==> config.mk <==
export PLATFORM = sky130hd
export DESIGN_NAME = stop_and_wait_image_push_flat
export DESIGN_NICKNAME = d
export VERILOG_FILES = /design/src/rtl/sawip_pkg.sv /design/src/rtl/sawip_if.sv /design/src/rtl/sawip_div.sv /design/src/rtl/stop_and_wait_image_push.sv /design/src/flat_wrapper.sv
export SDC_FILE = /design/constraint.sdc
export NUM_CORES = 1
export LEC_CHECK = 0
export BUFFER_PORTS_ARGS = -buffer_cell sky130_fd_sc_hd__clkbuf_2
export CORE_ASPECT_RATIO = 0.8
export CORE_UTILIZATION = 45
export CTS_BUF_LIST = sky130_fd_sc_hd__clkbuf_4 sky130_fd_sc_hd__clkbuf_8
export CTS_CLUSTER_SIZE = 12
export DETAILED_ROUTE_END_ITERATION = 10
export GPL_ROUTABILITY_DRIVEN = 0
export PLACE_DENSITY_LB_ADDON = 0.2
export SYNTH_ARGS = -nofsm -noshare
export SYNTH_HDL_FRONTEND = slang
export SYNTH_SLANG_ARGS = --single-unit
==> constraint.sdc <==
create_clock -name clk -period 11.9 [get_ports clk]
set_input_delay 1.785 -clock clk [delete_from_list [all_inputs] [get_ports clk]]
set_output_delay 1.785 -clock clk [all_outputs]
set_load 0.02 [all_outputs]
==> src/rtl/sawip_pkg.sv <==
// ----------------------------------------------------------------------------
// sawip_pkg - shared types and codes for the stop-and-wait image push sender
// Command, reply, event and phase codes, sequencer states, field widths.
// ----------------------------------------------------------------------------
package sawip_pkg;

  localparam int BYTE_W    = 24;  // image sizes and offsets
  localparam int SESS_W    = 32;
  localparam int LEN_W     = 8;
  localparam int TIMER_W   = 16;
  localparam int TRIES_W   = 8;
  localparam int CFG_IDX_W = 2;
  localparam int CFG_DAT_W = 16;

  // progress divider: quotient never exceeds 100, so seven bits
  localparam int PCT_W     = 7;
  localparam int DIV_STEPS = PCT_W;
  localparam int STEP_W    = 3;
  localparam int REM_W     = BYTE_W + PCT_W;

  localparam logic [TIMER_W-1:0] TIMEOUT_RESET = 16'd600;
  localparam logic [TRIES_W-1:0] TRIES_RESET   = 8'd10;

  localparam logic [CFG_IDX_W-1:0] REG_TIMEOUT = 2'd0;
  localparam logic [CFG_IDX_W-1:0] REG_TRIES   = 2'd1;

  localparam logic [1:0] CMD_START = 2'd0;
  localparam logic [1:0] CMD_REPLY = 2'd1;
  localparam logic [1:0] CMD_TICK  = 2'd2;

  localparam logic [2:0] ST_READY = 3'd0;
  localparam logic [2:0] ST_OK    = 3'd1;
  localparam logic [2:0] ST_NEED  = 3'd2;
  localparam logic [2:0] ST_ERR   = 3'd3;
  localparam logic [2:0] ST_DONE  = 3'd4;

  localparam logic [2:0] EV_BEGIN = 3'd0;
  localparam logic [2:0] EV_DATA  = 3'd1;
  localparam logic [2:0] EV_END   = 3'd2;
  localparam logic [2:0] EV_OK    = 3'd3;
  localparam logic [2:0] EV_FAIL  = 3'd4;

  typedef enum logic [1:0] {
    PH_IDLE  = 2'd0,
    PH_BEGIN = 2'd1,
    PH_DATA  = 2'd2,
    PH_END   = 2'd3
  } phase_t;

  typedef enum logic [1:0] {
    SEQ_WAIT = 2'd0,
    SEQ_DIV  = 2'd1,
    SEQ_PUSH = 2'd2
  } seq_state_t;

endpackage

==> src/rtl/sawip_if.sv <==
// ----------------------------------------------------------------------------
// sawip_if - channel interfaces of the image push sender
// Input item channel, result channel and configuration write channel.
// ----------------------------------------------------------------------------
interface sawip_item_if;
  logic        valid;
  logic        ready;
  logic [1:0]  cmd;
  logic [23:0] image_size;
  logic [31:0] reply_session;
  logic [2:0]  reply_state;
  logic [31:0] reply_next_offset;

  modport source (output valid, cmd, image_size, reply_session, reply_state,
                  reply_next_offset, input ready);
  modport sink   (input valid, cmd, image_size, reply_session, reply_state,
                  reply_next_offset, output ready);
endinterface

interface sawip_result_if;
  logic              valid;
  logic              ready;
  logic [2:0]        event_kind;
  logic [31:0]       session_num;
  logic [23:0]       frame_offset;
  logic [7:0]        frame_length;
  logic [23:0]       total_bytes;
  logic signed [7:0] progress_pct;

  modport source (output valid, event_kind, session_num, frame_offset,
                  frame_length, total_bytes, progress_pct, input ready);
  modport sink   (input valid, event_kind, session_num, frame_offset,
                  frame_length, total_bytes, progress_pct, output ready);
endinterface

interface sawip_cfg_if;
  logic        valid;
  logic        ready;
  logic [1:0]  index;
  logic [15:0] data;

  modport source (output valid, index, data, input ready);
  modport sink   (input valid, index, data, output ready);
endinterface

==> src/rtl/sawip_div.sv <==
// ----------------------------------------------------------------------------
// sawip_div - serial progress divider
// Computes num*100/den by restoring division, one quotient bit a cycle.
// ----------------------------------------------------------------------------
module sawip_div import sawip_pkg::*; (
  input  logic              clk,
  input  logic              rst,
  input  logic              start,
  input  logic [BYTE_W-1:0] num,
  input  logic [BYTE_W-1:0] den,
  output logic              done,
  output logic [PCT_W-1:0]  quot
);

  logic              busy;
  logic [STEP_W-1:0] cnt;
  logic [REM_W-1:0]  rem;
  logic [REM_W-1:0]  dsh;
  logic [REM_W-1:0]  num_w;
  logic              ge;

  assign num_w = REM_W'(num);
  assign ge    = (rem >= dsh);

  always_ff @(posedge clk) begin
    if (rst) begin
      busy <= 1'b0;
      done <= 1'b0;
      cnt  <= '0;
    end else begin
      done <= 1'b0;
      if (start) begin
        busy <= 1'b1;
        cnt  <= '0;
      end else if (busy) begin
        cnt <= cnt + 1'b1;
        if (cnt == STEP_W'(DIV_STEPS - 1)) begin
          busy <= 1'b0;
          done <= 1'b1;
        end
      end
    end
  end

  // x100 as 64 + 32 + 4, then the divisor walks down from its top alignment
  always_ff @(posedge clk) begin
    if (start) begin
      rem  <= (num_w << 6) + (num_w << 5) + (num_w << 2);
      dsh  <= REM_W'(den) << (DIV_STEPS - 1);
      quot <= '0;
    end else if (busy) begin
      if (ge) begin
        rem <= rem - dsh;
      end
      quot <= {quot[PCT_W-2:0], ge};
      dsh  <= dsh >> 1;
    end
  end

endmodule

==> src/rtl/stop_and_wait_image_push.sv <==
// ----------------------------------------------------------------------------
// stop_and_wait_image_push - sender sequencer for a stop-and-wait image push
// Begin, data and end frames with per-try timeout, retry and progress.
// ----------------------------------------------------------------------------
// Use:
//   item   : one word per event - start (with image size), status reply
//            (session, state, next offset) or a one millisecond tick.
//   result : at most one word per item - a frame to send (begin, data, end)
//            or the end of the transfer (ok or failed), with the session,
//            chunk offset and length, image size and progress percent.
//   cfg    : register writes (0 timeout ticks, 1 max tries), always ready;
//            write only while the block is quiet.
// Sequence: item ready only while the sequencer waits. An item that gives no
//   word leaves the sequencer waiting. One that gives a word passes to a push
//   state, which loads the output register; an accepted data reply first runs
//   the serial divider for the progress percent, 7 steps, and waits for its
//   done flag.
// Stall: the result sits in an output register; the next item is taken
//   while it waits, and a further word is held until the register frees.
// Reset: idle, session counter zero, progress -1, timeout 600, tries 10.
// ----------------------------------------------------------------------------
module stop_and_wait_image_push import sawip_pkg::*; #(
  parameter int CHUNK_BYTES = 200
) (
  input  logic clk,
  input  logic rst,
  sawip_item_if.sink     item,
  sawip_result_if.source result,
  sawip_cfg_if.sink      cfg
);

  localparam logic [BYTE_W-1:0] CHUNK = BYTE_W'(CHUNK_BYTES);

  // transfer state
  phase_t             phase, phase_next;
  logic [SESS_W-1:0]  sess, sess_next;
  logic [BYTE_W-1:0]  offset, offset_next;
  logic [BYTE_W-1:0]  total, total_next;
  logic [TRIES_W-1:0] tries, tries_next;
  logic [TIMER_W-1:0] timer, timer_next;
  logic [7:0]         pct, pct_next;

  // config
  logic [TIMER_W-1:0] timeout_ticks;
  logic [TRIES_W-1:0] max_tries;

  // sequencer
  seq_state_t seq, seq_next;
  logic       take;
  logic       load;
  logic       div_go;
  logic       div_done;
  logic [PCT_W-1:0] div_q;

  // pending word
  logic [2:0]        pend_kind, kind_next;
  logic [BYTE_W-1:0] pend_off, foff_next;
  logic [LEN_W-1:0]  pend_len, flen_next;

  // decode scratch
  logic               emit_frame, emit_fin, do_retry, do_adv, need_div;
  logic [2:0]         fin_kind;
  logic [TRIES_W-1:0] limit;
  logic [TIMER_W-1:0] timer_inc;
  logic [BYTE_W-1:0]  taken, left, chunk_n;
  logic               emit;

  assign take      = item.valid && item.ready;
  assign limit     = (max_tries == '0) ? TRIES_W'(1) : max_tries;
  assign timer_inc = timer + 1'b1;
  // worker's offset, clamped to the image
  assign taken = (item.reply_next_offset >= 32'(total)) ? total
                                                        : item.reply_next_offset[BYTE_W-1:0];

  // ---- item decode ----
  always_comb begin
    phase_next  = phase;
    sess_next   = sess;
    offset_next = offset;
    total_next  = total;
    tries_next  = tries;
    timer_next  = timer;
    pct_next    = pct;
    emit_frame  = 1'b0;
    emit_fin    = 1'b0;
    do_retry    = 1'b0;
    do_adv      = 1'b0;
    need_div    = 1'b0;
    fin_kind    = EV_FAIL;

    case (item.cmd)
      CMD_START: begin
        if (phase == PH_IDLE && item.image_size != '0) begin
          sess_next   = sess + 1'b1;
          total_next  = item.image_size;
          offset_next = '0;
          pct_next    = '0;
          phase_next  = PH_BEGIN;
          tries_next  = TRIES_W'(1);
          timer_next  = '0;
          emit_frame  = 1'b1;
        end
      end
      CMD_TICK: begin
        if (phase != PH_IDLE) begin
          timer_next = timer_inc;
          if (timer_inc >= timeout_ticks) begin
            do_retry = 1'b1;
          end
        end
      end
      CMD_REPLY: begin
        if (phase != PH_IDLE && item.reply_session == sess) begin
          if (item.reply_state == ST_ERR) begin
            emit_fin = 1'b1;
            fin_kind = EV_FAIL;
          end else begin
            case (phase)
              PH_BEGIN: begin
                if (item.reply_state == ST_READY || item.reply_state == ST_NEED) begin
                  offset_next = taken;
                  do_adv      = 1'b1;
                end else begin
                  do_retry = 1'b1;
                end
              end
              PH_DATA: begin
                if (item.reply_state == ST_OK || item.reply_state == ST_NEED) begin
                  offset_next = taken;
                  do_adv      = 1'b1;
                  need_div    = 1'b1;
                end else begin
                  do_retry = 1'b1;
                end
              end
              PH_END: begin
                if (item.reply_state == ST_DONE) begin
                  emit_fin = 1'b1;
                  fin_kind = EV_OK;
                end else if (item.reply_state == ST_NEED) begin
                  emit_fin = 1'b1;
                  fin_kind = EV_FAIL;
                end else begin
                  do_retry = 1'b1;
                end
              end
              default: ;
            endcase
          end
        end
      end
      default: ;
    endcase

    // tries run out: end phase counts as done, as the worker has rebooted
    if (do_retry) begin
      if (tries >= limit) begin
        emit_fin = 1'b1;
        fin_kind = (phase == PH_END) ? EV_OK : EV_FAIL;
      end else begin
        tries_next = tries + 1'b1;
        timer_next = '0;
        emit_frame = 1'b1;
      end
    end

    if (do_adv) begin
      phase_next = (offset_next < total) ? PH_DATA : PH_END;
      tries_next = TRIES_W'(1);
      timer_next = '0;
      emit_frame = 1'b1;
    end

    if (emit_fin) begin
      phase_next = PH_IDLE;
      pct_next   = 8'hFF;
      timer_next = '0;
    end
  end

  // ---- frame fields of the word to send ----
  assign left    = total_next - offset_next;
  assign chunk_n = (left > CHUNK) ? CHUNK : left;
  assign emit    = emit_frame || emit_fin;

  always_comb begin
    kind_next = fin_kind;
    foff_next = '0;
    flen_next = '0;
    if (!emit_fin) begin
      case (phase_next)
        PH_BEGIN: kind_next = EV_BEGIN;
        PH_DATA: begin
          kind_next = EV_DATA;
          foff_next = offset_next;
          flen_next = chunk_n[LEN_W-1:0];
        end
        default: kind_next = EV_END;
      endcase
    end
  end

  // ---- sequencer: next state ----
  always_comb begin
    seq_next = seq;
    case (seq)
      SEQ_WAIT: begin
        if (take && emit) begin
          seq_next = need_div ? SEQ_DIV : SEQ_PUSH;
        end
      end
      SEQ_DIV: begin
        if (div_done) begin
          seq_next = SEQ_PUSH;
        end
      end
      SEQ_PUSH: begin
        if (!result.valid || result.ready) begin
          seq_next = SEQ_WAIT;
        end
      end
      default: seq_next = SEQ_WAIT;
    endcase
  end

  // ---- sequencer: outputs ----
  always_comb begin
    item.ready = 1'b0;
    load       = 1'b0;
    div_go     = 1'b0;
    case (seq)
      SEQ_WAIT: begin
        item.ready = 1'b1;
        div_go     = take && emit && need_div;
      end
      SEQ_PUSH: load = !result.valid || result.ready;
      default: ;
    endcase
  end

  always_ff @(posedge clk) begin
    if (rst) begin
      seq <= SEQ_WAIT;
    end else begin
      seq <= seq_next;
    end
  end

  // ---- transfer state ----
  always_ff @(posedge clk) begin
    if (rst) begin
      phase  <= PH_IDLE;
      sess   <= '0;
      offset <= '0;
      total  <= '0;
      tries  <= '0;
      timer  <= '0;
      pct    <= 8'hFF;
    end else if (take) begin
      phase  <= phase_next;
      sess   <= sess_next;
      offset <= offset_next;
      total  <= total_next;
      tries  <= tries_next;
      timer  <= timer_next;
      pct    <= pct_next;
    end else if (seq == SEQ_DIV && div_done) begin
      pct <= {1'b0, div_q};
    end
  end

  always_ff @(posedge clk) begin
    if (take && emit) begin
      pend_kind <= kind_next;
      pend_off  <= foff_next;
      pend_len  <= flen_next;
    end
  end

  // ---- progress divider ----
  sawip_div u_div (
    .clk   (clk),
    .rst   (rst),
    .start (div_go),
    .num   (offset_next),
    .den   (total_next),
    .done  (div_done),
    .quot  (div_q)
  );

  // ---- output register ----
  always_ff @(posedge clk) begin
    if (rst) begin
      result.valid <= 1'b0;
    end else if (load) begin
      result.valid <= 1'b1;
    end else if (result.ready) begin
      result.valid <= 1'b0;
    end
  end

  always_ff @(posedge clk) begin
    if (load) begin
      result.event_kind   <= pend_kind;
      result.session_num  <= sess;
      result.frame_offset <= pend_off;
      result.frame_length <= pend_len;
      result.total_bytes  <= total;
      result.progress_pct <= pct;
    end
  end

  // ---- config registers ----
  assign cfg.ready = 1'b1;

  always_ff @(posedge clk) begin
    if (rst) begin
      timeout_ticks <= TIMEOUT_RESET;
      max_tries     <= TRIES_RESET;
    end else if (cfg.valid && cfg.ready) begin
      case (cfg.index)
        REG_TIMEOUT: timeout_ticks <= cfg.data;
        REG_TRIES:   max_tries     <= cfg.data[TRIES_W-1:0];
        default: ;
      endcase
    end
  end

endmodule
==> src/flat_wrapper.sv <==
// flat-port wrapper written by rule: the top's interface ports become plain ports
module stop_and_wait_image_push_flat import sawip_pkg::*;
#(
  parameter int CHUNK_BYTES = 200
)
  (clk, rst, item_valid, item_cmd, item_image_size, item_reply_session, item_reply_state, item_reply_next_offset, item_ready, result_valid, result_event_kind, result_session_num, result_frame_offset, result_frame_length, result_total_bytes, result_progress_pct, result_ready, cfg_valid, cfg_index, cfg_data, cfg_ready);
  sawip_item_if item_i ();
  sawip_result_if result_i ();
  sawip_cfg_if cfg_i ();
  input  logic clk;
  input  logic rst;
  input wire logic [$bits(item_i.valid)-1:0] item_valid;
  input wire logic [$bits(item_i.cmd)-1:0] item_cmd;
  input wire logic [$bits(item_i.image_size)-1:0] item_image_size;
  input wire logic [$bits(item_i.reply_session)-1:0] item_reply_session;
  input wire logic [$bits(item_i.reply_state)-1:0] item_reply_state;
  input wire logic [$bits(item_i.reply_next_offset)-1:0] item_reply_next_offset;
  output wire logic [$bits(item_i.ready)-1:0] item_ready;
  output wire logic [$bits(result_i.valid)-1:0] result_valid;
  output wire logic [$bits(result_i.event_kind)-1:0] result_event_kind;
  output wire logic [$bits(result_i.session_num)-1:0] result_session_num;
  output wire logic [$bits(result_i.frame_offset)-1:0] result_frame_offset;
  output wire logic [$bits(result_i.frame_length)-1:0] result_frame_length;
  output wire logic [$bits(result_i.total_bytes)-1:0] result_total_bytes;
  output wire logic [$bits(result_i.progress_pct)-1:0] result_progress_pct;
  input wire logic [$bits(result_i.ready)-1:0] result_ready;
  input wire logic [$bits(cfg_i.valid)-1:0] cfg_valid;
  input wire logic [$bits(cfg_i.index)-1:0] cfg_index;
  input wire logic [$bits(cfg_i.data)-1:0] cfg_data;
  output wire logic [$bits(cfg_i.ready)-1:0] cfg_ready;
  assign item_i.valid = item_valid;
  assign item_i.cmd = item_cmd;
  assign item_i.image_size = item_image_size;
  assign item_i.reply_session = item_reply_session;
  assign item_i.reply_state = item_reply_state;
  assign item_i.reply_next_offset = item_reply_next_offset;
  assign item_ready = item_i.ready;
  assign result_valid = result_i.valid;
  assign result_event_kind = result_i.event_kind;
  assign result_session_num = result_i.session_num;
  assign result_frame_offset = result_i.frame_offset;
  assign result_frame_length = result_i.frame_length;
  assign result_total_bytes = result_i.total_bytes;
  assign result_progress_pct = result_i.progress_pct;
  assign result_i.ready = result_ready;
  assign cfg_i.valid = cfg_valid;
  assign cfg_i.index = cfg_index;
  assign cfg_i.data = cfg_data;
  assign cfg_ready = cfg_i.ready;
  stop_and_wait_image_push #(.CHUNK_BYTES(CHUNK_BYTES)) u_core (.clk(clk), .rst(rst), .item(item_i), .result(result_i), .cfg(cfg_i));
endmodule
; After elaboration in Yosys (flattened, before gate mapping)
; Index checks and enable logic that the tools add are counted.
[classes]
n_mux = 96
bitwise_logic = 2
n_eq_ne = 21
order_cmp = 6
reduce_logical = 33
add_sub_neg = 8
[ops]
columns = op, n
row1 = $mux W24, 8
row2 = $mux W16, 6
row3 = $mux W8, 12
row4 = $pmux W24 S2, 2
row5 = $mux W31, 3
row6 = $mux W30, 2
row7 = $mux W1, 40
row8 = $add A32 B1 Y32 const B, 1
row9 = $eq A32 B32 Y1, 1
row10 = $ge A32 B24 Y1, 1
row11 = $pmux W16 S2, 1
row12 = $add A30 B29 Y31, 1
row13 = $add A31 B26 Y31, 1
row14 = $ge A31 B30 Y1, 1
row15 = $sub A31 B30 Y31, 1
row16 = $mux W3, 9
row17 = $gt A24 B8 Y1 const B, 1
row18 = $lt A24 B24 Y1, 1
row19 = $reduce_bool A24 Y1, 1
row20 = $sub A24 B24 Y24, 1
row21 = $add A16 B1 Y16 const B, 1
row22 = $ge A16 B16 Y1, 1
row23 = $mux W2, 8
row24 = $eq A2 B1 Y1 const B, 5
row25 = 26 further kinds, 57
[word_totals]
word_cells = 194
register_bits = 348
input_bits = 116
output_inout_bits = 102

; Longest topological paths before layout
; Gate-level depths: netlist of the first run.
[depth]
ltp_word = 15
depth_mapped = 28
ltp_nobuf = 25

; Modules after synthesis
; A second synthesis of the first run with hierarchy kept.
[unflattened]
cells_unflattened = 2267
area_unflattened_um2 = 21282.9
[modules_own_cells]
columns = mod, cells_per_inst, area_each_um2, seq_area_each_um2, n_inst
row1 = stop_and_wait_image_push, 1573, 14904.3, 6846.6, 1
row2 = sawip_div, 694, 6378.6, 2011.9, 1

; Worst setup path after synthesis of the first run
; Ideal clock, no wire load.
[synth_timing]
path_kind = input -> register
startpoint = input port item_reply_session[11]
endpoint = register u_core.pend_len[6], data pin
slack_ps = 4921
setup_time_ps = 270
stages = 21
t_required_ps = 11630
arrival_time_ps = 6709
path_buffers = 2
cell_sequence = xor2_1 nor4_1 nand4_1 or3_1 or4b_1 buf_2 buf_1 o21a_1 inv_1 ha_1 inv_1 fa_1 a211oi_1 o21ai_1 a311o_1 a32oi_1 or3b_1 a2111oi_0 nand4_1 nor4b_1 a21oi_1
[synth_between]
elab_chain_len = 11
elab_cells_between_ends = 22
cone_classes = add/sub: 1 / order compare: 2 / eq/ne: 2 / mux: 14 / bitwise: 1 / reduce/logical: 2
[synth_rtl]
columns = element, line
row1 = start: declaration, flat_wrapper.sv:15  ; input wire logic [$bits(item_i.reply_session)-1:0] item_reply_session;
row2 = $eq A32 B32 Y1 *, stop_and_wait_image_push.sv:113  ; if (phase != PH_IDLE && item.reply_session == sess) begin
row3 = $logic_and A1 B1 Y1 *, stop_and_wait_image_push.sv:113
row4 = $mux W24 *, stop_and_wait_image_push.sv:113
row5 = $pmux W24 S2 *, stop_and_wait_image_push.sv:91  ; case (item.cmd)
row6 = named net u_core.offset_next[0], stop_and_wait_image_push.sv:37  ; logic [BYTE_W-1:0] offset, offset_next;
row7 = branches (longest 7 deep; another with $sub A24 B24 Y24), n/a
row8 = end signal: assignment, stop_and_wait_image_push.sv:276  ; pend_len <= flen_next;
row9 = end: declaration, stop_and_wait_image_push.sv:58  ; logic [LEN_W-1:0] pend_len, flen_next;
; Mark *: on every way through the listed nets, which the timed path passes.
; A chain may end at the register's enable or synchronous reset.

; Worst setup path after layout of the first run
[layout_timing]
startpoint = input port item_reply_next_offset[0]
endpoint = register u_core.pend_len[2], data pin
[layout_between]
elab_chain_len = 14
elab_cells_between_ends = 17
cone_classes = add/sub: 1 / order compare: 3 / eq/ne: 1 / mux: 10 / bitwise: 1 / reduce/logical: 1
[layout_rtl]
columns = element, line
row1 = start: declaration, flat_wrapper.sv:17  ; input wire logic [$bits(item_i.reply_next_offset)-1:0] item_reply_next_offset;
row2 = $ge A32 B24 Y1 *, stop_and_wait_image_push.sv:72  ; assign taken = (item.reply_next_offset >= 32'(total)) ? total
row3 = $mux W24 *, stop_and_wait_image_push.sv:72
row4 = "$mux W24, on equally long branches", "stop_and_wait_image_push.sv:128, stop_and_wait_image_push.sv:120"
row5 = $pmux W24 S2 *, stop_and_wait_image_push.sv:118  ; case (phase)
row6 = $mux W24 *, stop_and_wait_image_push.sv:114  ; if (item.reply_state == ST_ERR) begin
row7 = $mux W24 *, stop_and_wait_image_push.sv:113
row8 = $pmux W24 S2 *, stop_and_wait_image_push.sv:91
row9 = named net u_core.offset_next[5], stop_and_wait_image_push.sv:37
row10 = branches (longest 6 deep; another with $sub A24 B24 Y24), n/a
row11 = $reduce_or A3 Y1 (no line) *, n/a
; Marked as above.

==> results of run 1 <==
==> metal layers <==
| metal | up-vias | track usage (%) |
|---|---|---|
| li1 | 8553 | - |
| met1 | 8605 | 38.35 |
| met2 | 712 | 36.17 |
| met3 | 100 | 4.728 |
| met4 | 2 | 7.594 |
| met5 | - | 0 |
==> registers in the layout (all words and copies together), names as in the netlist, 7 cells and up <==
register and cells:
u_core.u_div.quot 7, u_core.result.progress_pct 8, u_core.result.frame_offset 24, u_core.result.frame_length 8, u_core.pend_off 24, u_core.max_tries 8, u_core.offset 24, u_core.result.session_num 32
u_core.total 24, u_core.timeout_ticks 16, u_core.pend_len 8, u_core.u_div.rem 31, u_core.result.total_bytes 24, u_core.u_div.dsh 30, u_core.tries 8, u_core.sess 32
u_core.timer 16, u_core.pct 8
==> synth_stat cells, types with 23 or more instances <==
library cell  count  area, sq um
xor2_1           79        691.9
nand2_1         237        889.6
mux2i_1          28        280.3
a21oi_1         199        996.0
nand2b_1         23        143.9
nand3_1          53        265.3
ha_1            166         2077
clkbuf_1         71        266.5
o21ai_0         109        545.5
fa_1             23        460.4
edfxtp_1        189         5675
nor2_1          182        683.2
a211oi_1         39        292.8
a21o_1           56        420.4
nor4_1           26        162.7
dfxtp_1         159         3183
inv_1           168        630.6
xnor2_1          54        473.0
nor3_1           54        270.3
==> power by group through the flow <==
stage	clock network [uW]	registers (uW)	logic [uW]
2_1_floorplan	0	1340	322
3_3_place_gp	0	1330	484
3_5_place_dp	0	1330	492
4_1_cts	1080	1310	496
5_1_grt	1130	1310	550
6_report	1050	1310	508
==> cells by family (layout without fill, tap and decap cells) <==
kind of cell / after synthesis / count (layout) / share of synthesized area (%)
and+or+nand+nor: 715 / 715 / 16.21
AOI/OAI and AO/OA: 583 / 583 / 17.76
DFF: 348 / 348 / 42.25
buffers and inverters: 254 / 520 / 4.612
adders and majority gates: 189 / 189 / 12.10
xor gates and xnor gates: 133 / 133 / 5.555
muxes: 31 / 31 / 1.498
other: 1 / 2 / 0.01788
==> through the flow <==
step	power (uW)	std cells	utilization, %	area [sq um]	setup slack [ps]
finish	2867	3133	52.20	23910	4171
global route	2993	3133	52.20	23910	3815
CTS	2883	3132	52.19	23910	4421
detailed placement	1825	3023	49.68	22760	3758
global placement	1816	3023	49.68	22760	3838
floorplan	1665	2254	-	20970	4921
==> area by class of cell <==
cell class / instances / area [sq um]
Sequential cell: 348 / 8859
Antenna cell: 1 / 2.502
Inverter: 170 / 638.1
Clock inverter: 35 / 206.4
Fill cell: 4242 / 21900
Timing Repair Buffer: 241 / 1271
Multi-Input combinational cell: 1652 / 11220
Clock buffer: 74 / 943.4
Tap cell: 612 / 765.7
==> worst paths after layout <==
check,end,cells after the start,from
min reg2reg,u_core.result.frame_offset[3],0,u_core.pend_off[3]
min,u_core.result.frame_offset[3],0,u_core.pend_off[3]
max reg2reg,u_core.pend_len[2],25,u_core.phase[0]
max,u_core.pend_len[2],28,item_reply_next_offset[0]
==> reports/metrics.yaml, run 1 <==
synth:
  synth_area_per_cell_sq_um: 9.303
  synth.cell_area_sq_um: 20970
  synth_edf_count: 189
  async_flop_share_pct: 0
  syn_inst: 2254
  synth_ff_type: "edfxtp_1"
  synth_seq_area_share_pct: 42.25
  syn-num-nets: 2559
  synthDistinctLibCells: 85
  synth_seq_cells: 348
  yosysWarnings: 0
worst_hold_path:
  hold_class: "reg2reg"
pwr:
  max-vdd-ir-drop_uv: 70.17
  power.density_nw_per_um2: 119.9
  internal_power_uw: 2017
  combPwrFrac_pct: 17.7
  power.share.clock_pct: 36.6
  switching_share_pct: 29.62
  seqPwrFrac_pct: 45.6
  p_switching_uw: 849.1
  power.leakage_uw: 0.01013
clock_tree:
  htree_levels: 2
  cts.hold.buffers_added: 0
  cts_made_buffers: 58
  cts_root_buffer: "clkbuf_8"
  cts_tree: "done"
  clockBufferDepth: 3
  cts.sinks: 348
  clk_pin_slew_worst_paths_ps: 60
  clock_latency_ps: 670
  post_cts_buffers: 0
  postCtsResizedCells: 0
die:
  die_height_um: 195.1
  die_w_um: 243.3
  rows: 70
  die_area_sq_um: 47470
  core_area_sq_um: 45810
  io_pins: 218
  start_util_pct: 45.78
worst_setup_path:
  critPathArrivalTime_ps: 8210
  ff2ff_setup_slack_ps: 4870
  worst-path-max-fanout: 29
  critPathMaxStageDelay_ps: 620
  crit_family: "compound AO/OA/AOI/OAI gates"
  end_kind: "register"
  cp_num_buf_inv: 6
  required_ps: 12380
  cp-start-kind: "input port"
  crit_slowest_cell: "a21oi_1"
  critPathKind: "in2reg"
sta:
  finalHoldViolCount: 0
  finalCritPeriodShare_pct: 64.95
  setup-tns-final_ps: 0
  slew-limit-headroom_pct: 19.95
  setup_violations: 0
  final_max_slew_viol_count: 0
  tightest_slew_ps: 1198
  fmax_ghz: 0.1294
  holdWs_ps: 424.9
  rsz0062_at_grt: "false"
  period_needed_ps: 7729
  fin_worst_skew_ps: 49.95
route:
  postRouteWirelength_um: 61400
  drt_first_iter_violations: 1730
  top_layer: "met5"
  dr_wl_met2_um: 25250
  wl_per_cell_um: 19.60
  viasPerCell: 5.736
  vias: 17972
  met1_length_um: 29730
  firstDrtPassIters: 5
  ant_nets: 0
  drc_errors: 0
  wl_met3_um: 5014
global_routing:
  antenna_found_initial: 3
  grt_max_degree: 82
  overflow: 0
  grt_pass1_vias: 16815
  grt_pass1_wl_um: 94790
  grt_use_total_pct: 25.32
layout:
  final_common_cell: "nand2_1"
  layout_common_cells: "nand2_1, clkbuf_2, a21oi_1"
  syn2layout_area_growth_pct: 14.03
  fin_nets: 2776
  layout-drive-gt1-share_pct: 14.76
flow_run:
  cap_violations: 0
placed_design:
  numPortBuffers: 216
  dp_hpwl_um: 46050
status:
  status: "finished clean"
(Power assumes the default switching activity.)
==> run 2: changes to the inputs <==
Clock period 11.9 ns to 6.4 ns, I/O delays scaled along.
==> run 2 against run 1 <==
Effect of this change:
- sequential share of layout area is 2.2 points lower
- combinational power is 120% higher
- critical path depth is 9 lower
- worst hold slack worse by 5.0 ps
- largest cell class unchanged
==> reports/metrics.yaml, run 2 (same netlist as run 1, synthesis figures left out) <==
status:
  status: "finished clean"
die:
  die_area_sq_um: 47470
  die_w_um: 243.3
  start_util_pct: 45.78
  io_pins: 218
  rows: 70
  core_area_sq_um: 45810
  die_height_um: 195.1
sta:
  period_needed_ps: 6099
  finalHoldViolCount: 0
  fmax_ghz: 0.1640
  setup_violations: 0
  final_max_slew_viol_count: 0
  finalCritPeriodShare_pct: 95.29
  rsz0062_at_grt: "false"
  fin_worst_skew_ps: 37.71
  tightest_slew_ps: 1270
  slew-limit-headroom_pct: 14.83
pwr:
  seqPwrFrac_pct: 42.6
  combPwrFrac_pct: 19.4
  switching_share_pct: 28.56
  fin_total_pwr_uw: 5726
  max-vdd-ir-drop_uv: 141.0
  power.share.clock_pct: 38.0
  power.density_nw_per_um2: 225.0
  internal_power_uw: 4091
  p_switching_uw: 1635
  power.leakage_uw: 0.01106
flow_run:
  cap_violations: 0
worst_setup_path:
  r2r-start: "u_core.sess[11]"
  startpoint: "u_core.sess[11]"
  critPathKind: "reg2reg"
  ff2ff_setup_slack_ps: 300
  worst-path-max-fanout: 9
  critPathArrivalTime_ps: 6570
  cp-start-kind: "register"
  end_kind: "register"
  required_ps: 6870
placed_design:
  dp_hpwl_um: 48580
  dp_cells: 3205
  numPortBuffers: 216
  dpl_cell_area_sq_um: 24160
route:
  wl_per_cell_um: 19.20
  firstDrtPassIters: 7
  viasPerCell: 5.684
  postRouteWirelength_um: 63580
  drc_errors: 0
  vias: 18824
  drt_first_iter_violations: 1691
  ant_nets: 0
layout:
  layout_common_cells: "nand2_1, clkbuf_2, buf_4"
  insertedDiodeCount: 0
  final_common_cell: "nand2_1"
  layout-drive-gt1-share_pct: 20.78
  fillers: 4154
  final_cells: 3312
  syn2layout_area_growth_pct: 21.39
  stdcell_area_sq_um: 25450
  reg_top3: "u_core.result.session_num: 32 flops, u_core.sess: 32 flops, u_core.u_div.rem: 31 flops"
  fin_nets: 2957
global_routing:
  grt_pass1_vias: 17880
  overflow: 0
  antenna_found_initial: 1
  grt_max_degree: 89
  grt_use_total_pct: 26.39
  grt_pass1_wl_um: 98530
clock_tree:
  cts_tree: "done"
  htree_levels: 2
  cts_root_buffer: "clkbuf_8"
  cts_made_buffers: 57
  cts.sinks: 348
  clk_pin_slew_worst_paths_ps: 70
  clockBufferDepth: 3
  clock_latency_ps: 670
worst_hold_path:
  min_from: "u_core.pend_kind[0]"
  hold_class: "reg2reg"
-- run 2: cell count changes in the layout (fill, tap and decap cells not counted), sizes merged --
cell	previous run	this run
inv	170	172
bufinv	1	5
clkinv	31	20
diode	1	0
buf	26	208
clkinvlp	3	2
clkbuf	289	293
-- run 2: path summary, 6_finish.rpt --
path | cells past startpoint | end
worst max register to register | 19 | u_core.pend_len[0]
worst max-delay path | 19 | u_core.pend_len[0]
worst min register to register | 0 | u_core.result.event_kind[0]
worst min-delay path | 0 | u_core.result.event_kind[0]
-- run 2: cell type report --
class                           count  area (sq um)  share of cell area, %
Multi-Input combinational cell   1652         11230                  44.14
Sequential cell                   348          8860                  34.81
Clock inverter                     29         282.8                  1.111
Tap cell                          612         765.7                  3.008
Timing Repair Buffer              423          2675                  10.51
Inverter                          170         638.1                  2.507
Clock buffer                       78         998.5                  3.923
-- run 2: power by group through the flow --
stage          combinational (uW)  clock (uW)  sequential, uW
2_1_floorplan                 599           0            2500
6_report                     1110        2180            2440
5_1_grt                      1200        2320            2440
3_3_place_gp                 1060           0            2480
3_5_place_dp                 1080           0            2480
4_1_cts                      1090        2220            2440
-- run 2: worst max-delay path, cell delays in order (launching register included) --
cell and delay (ps):
dfxtp_1 490, xor2_1 110, nor4_1 320, buf_4 180
nand4_1 110, or3_1 450, or4b_1 520, buf_4 220
a21oi_1 310, a21oi_1 130, ha_1 330, or2_2 330
o311a_1 170, o211a_1 260, or3_1 390, a221o_1 400
a2111oi_4 440, buf_4 180, nand4b_2 170, nor4b_1 370
-- run 2: stage by stage --
| stage | utilization (%) | worst slack (ps) | TNS, ps | hold slack (ps) |
|---|---|---|---|---|
| 2_1_floorplan | - | 246.4 | 0 | 400.3 |
| 3_3_place_gp | 52.75 | -141.1 | -955.4 | 403.7 |
| 3_5_place_dp | 52.75 | -224.6 | -2218 | 406.3 |
| 4_1_cts | 55.54 | 239.9 | 0 | 421.2 |
| 5_1_grt | 55.57 | 13.80 | 0 | 424.0 |
| 6_report | 55.57 | 301.3 | 0 | 419.9 |
-- run 2: repair_timing --
item                       4_1_cts  5_1_grt
hold buffers                     0        0
resized for setup                0        3
setup buffers                    0        0
setup endpoints to repair        0        8
-- run 2: per-layer routing --
metal,global-route usage [%],routed length (um)
met1,39.67,29950
met2,37.26,25930
met3,5.374,5847
met4,8.828,1830
met5,0,15
==> run 3: changes to the inputs <==
--- a/config.mk
+++ b/config.mk
@@ -9,5 +9,5 @@
 export CORE_ASPECT_RATIO = 0.8
 export CORE_UTILIZATION = 45
-export CTS_BUF_LIST = sky130_fd_sc_hd__clkbuf_4 sky130_fd_sc_hd__clkbuf_8
+export CTS_BUF_LIST = sky130_fd_sc_hd__clkbuf_8
 export CTS_CLUSTER_SIZE = 12
 export DETAILED_ROUTE_END_ITERATION = 10
==> constraint.sdc (replaced) <==
create_clock -name clk -period 6.4 [get_ports clk]
set_input_delay 0.96 -clock clk [delete_from_list [all_inputs] [get_ports clk]]
set_output_delay 0.96 -clock clk [all_outputs]
set_load 0.05 [all_outputs]
==> run 3 against run 2 <==
Effect of this change:
- combinational power is 4% higher
- cell area down 0.18%
- largest cell class unchanged
- utilization down 0.098 points
- non-clock buffer count stayed put
==> reports/metrics.yaml, run 3 (same netlist as run 1, synthesis figures left out) <==
status:
  status: "finished clean"
placed_design:
  numPortBuffers: 216
  pre_cts_slack_ps: -224.6
  dp_hpwl_um: 48580
pwr:
  power.leakage_uw: 0.01107
  power.density_nw_per_um2: 224.2
  max-vdd-ir-drop_uv: 142.6
die:
  die_area_sq_um: 47470
  start_util_pct: 45.78
  die_w_um: 243.3
  io_pins: 218
  die_height_um: 195.1
  rows: 70
  core_area_sq_um: 45810
worst_setup_path:
  critPathKind: "reg2reg"
  critPathArrivalTime_ps: 6600
  cp_cell_sequence: "xor2_1 > nor4_1 > buf_4 > nand4_1 > or3_1 > or4b_1 > buf_4 > a21oi_1 > a21oi_1 > ha_1 > or2_2 > o311a_1 > o211a_1 > or3_1 > a221o_1 > a2111oi_4 > buf_4 > nand4b_2 > nor4b_1"
  crit_slowest_cell: "or4b_1"
  worst-path-max-fanout: 9
  cp-start-kind: "register"
  critPathMaxStageDelay_ps: 520
  end_kind: "register"
  cpMostUsedCell: "buf_4"
  required_ps: 6870
sta:
  rsz0062_at_grt: "false"
  period_needed_ps: 6123
  final_max_slew_viol_count: 0
  fmax_ghz: 0.1633
  setup_violations: 0
  finalCritPeriodShare_pct: 95.67
  slew-limit-headroom_pct: 14.08
  setup-tns-final_ps: 0
  fin_worst_skew_ps: 40.87
  tightest_slew_ps: 1281
  finalHoldViolCount: 0
  timing.final.ws_setup_ps: 277.1
flow_run:
  cap_violations: 0
layout:
  insertedDiodeCount: 0
  fillers: 4155
  layout_common_cells: "nand2_1, clkbuf_2, buf_4"
  seqCellArea_sq_um: 8860
  final_common_cell: "nand2_1"
  fin_nets: 2957
  reg_top3: "u_core.result.session_num: 32 flops, u_core.sess: 32 flops, u_core.u_div.rem: 31 flops"
  syn2layout_area_growth_pct: 21.18
  layout-drive-gt1-share_pct: 20.33
  multi_input_area_sq_um: 11230
route:
  viasPerCell: 5.675
  postRouteWirelength_um: 63580
  ant_nets: 0
  drt_first_iter_violations: 1796
  vias: 18795
  firstDrtPassIters: 6
  wl_per_cell_um: 19.20
  drc_errors: 0
clock_tree:
  cts.hold.buffers_added: 0
  cts_root_buffer: "clkbuf_8"
  htree_levels: 2
  clk_pin_slew_worst_paths_ps: 70
  cts_made_buffers: 57
  postCtsResizedCells: 0
  cts.sinks: 348
  clockBufferDepth: 3
  clock_latency_ps: 680
  cts_tree: "done"
  post_cts_buffers: 0
global_routing:
  grt_max_degree: 89
  grt_pass1_vias: 17844
  overflow: 0
  grt_use_total_pct: 26.39
  antenna_found_initial: 1
  grt_pass1_wl_um: 98510
worst_hold_path:
  hold_class: "reg2reg"
[run 3: through the flow]
| step | hold slack, ps | util [%] | power (uW) | cell area (sq um) | cells |
|---|---|---|---|---|---|
| floorplan | 400.3 | - | 3141 | 20970 | 2254 |
| global placement | 403.7 | 52.75 | 3589 | 24160 | 3205 |
| detailed placement | 406.3 | 52.75 | 3604 | 24160 | 3205 |
| CTS | 421.2 | 55.45 | 5718 | 25400 | 3312 |
| global route | 424.0 | 55.47 | 5937 | 25410 | 3312 |
| finish | 419.8 | 55.47 | 5698 | 25410 | 3312 |
[run 3: path summary, 6_finish.rpt]
path / from / end / slack [ps] / cells past startpoint
worst min register to register: u_core.pend_kind[0] / u_core.result.event_kind[0] / 420 / 0
worst max-delay path: u_core.sess[11] / u_core.pend_len[0] / 280 / 19
worst max register to register: u_core.sess[11] / u_core.pend_len[0] / 280 / 19
worst min-delay path: u_core.pend_kind[0] / u_core.result.event_kind[0] / 420 / 0
[run 3: worst max-delay path, delay by kind of cell, from the launching register on]
kind	cells	cell delay (ps)
xor gates and xnor gates	1	110
adders and majority gates	1	340
AOI/OAI and AO/OA	6	1720
DFF	1	490
buffers and inverters	3	580
and+or+nand+nor	8	2670
[run 3: power breakdown]
group | internal [uW] | total, uW | switching [uW]
clock | 1150 | 2110 | 954
combinational | 462 | 1150 | 691
sequential | 2400 | 2440 | 32.6
total | 4020 | 5700 | 1680
[run 3: layout make-up]
cell class                      count  area share, %
Tap cell                          612          3.014
Clock inverter                     41          1.290
Sequential cell                   348          34.87
Inverter                          170          2.511
Multi-Input combinational cell   1652          44.21
Timing Repair Buffer              423          10.53
Clock buffer                       66          3.575
[run 3: routing by layer]
| metal | up-vias | part of all wire, % | global-route usage [%] | wire (um) |
|---|---|---|---|---|
| li1 | 8934 | - | - | - |
| met1 | 8944 | 47 | 39.69 | 29950 |
| met2 | 792 | 41 | 37.25 | 25910 |
| met3 | 123 | 9.1 | 5.374 | 5810 |
| met4 | 2 | 3.0 | 8.875 | 1899 |
| met5 | - | 0.024 | 0 | 15 |
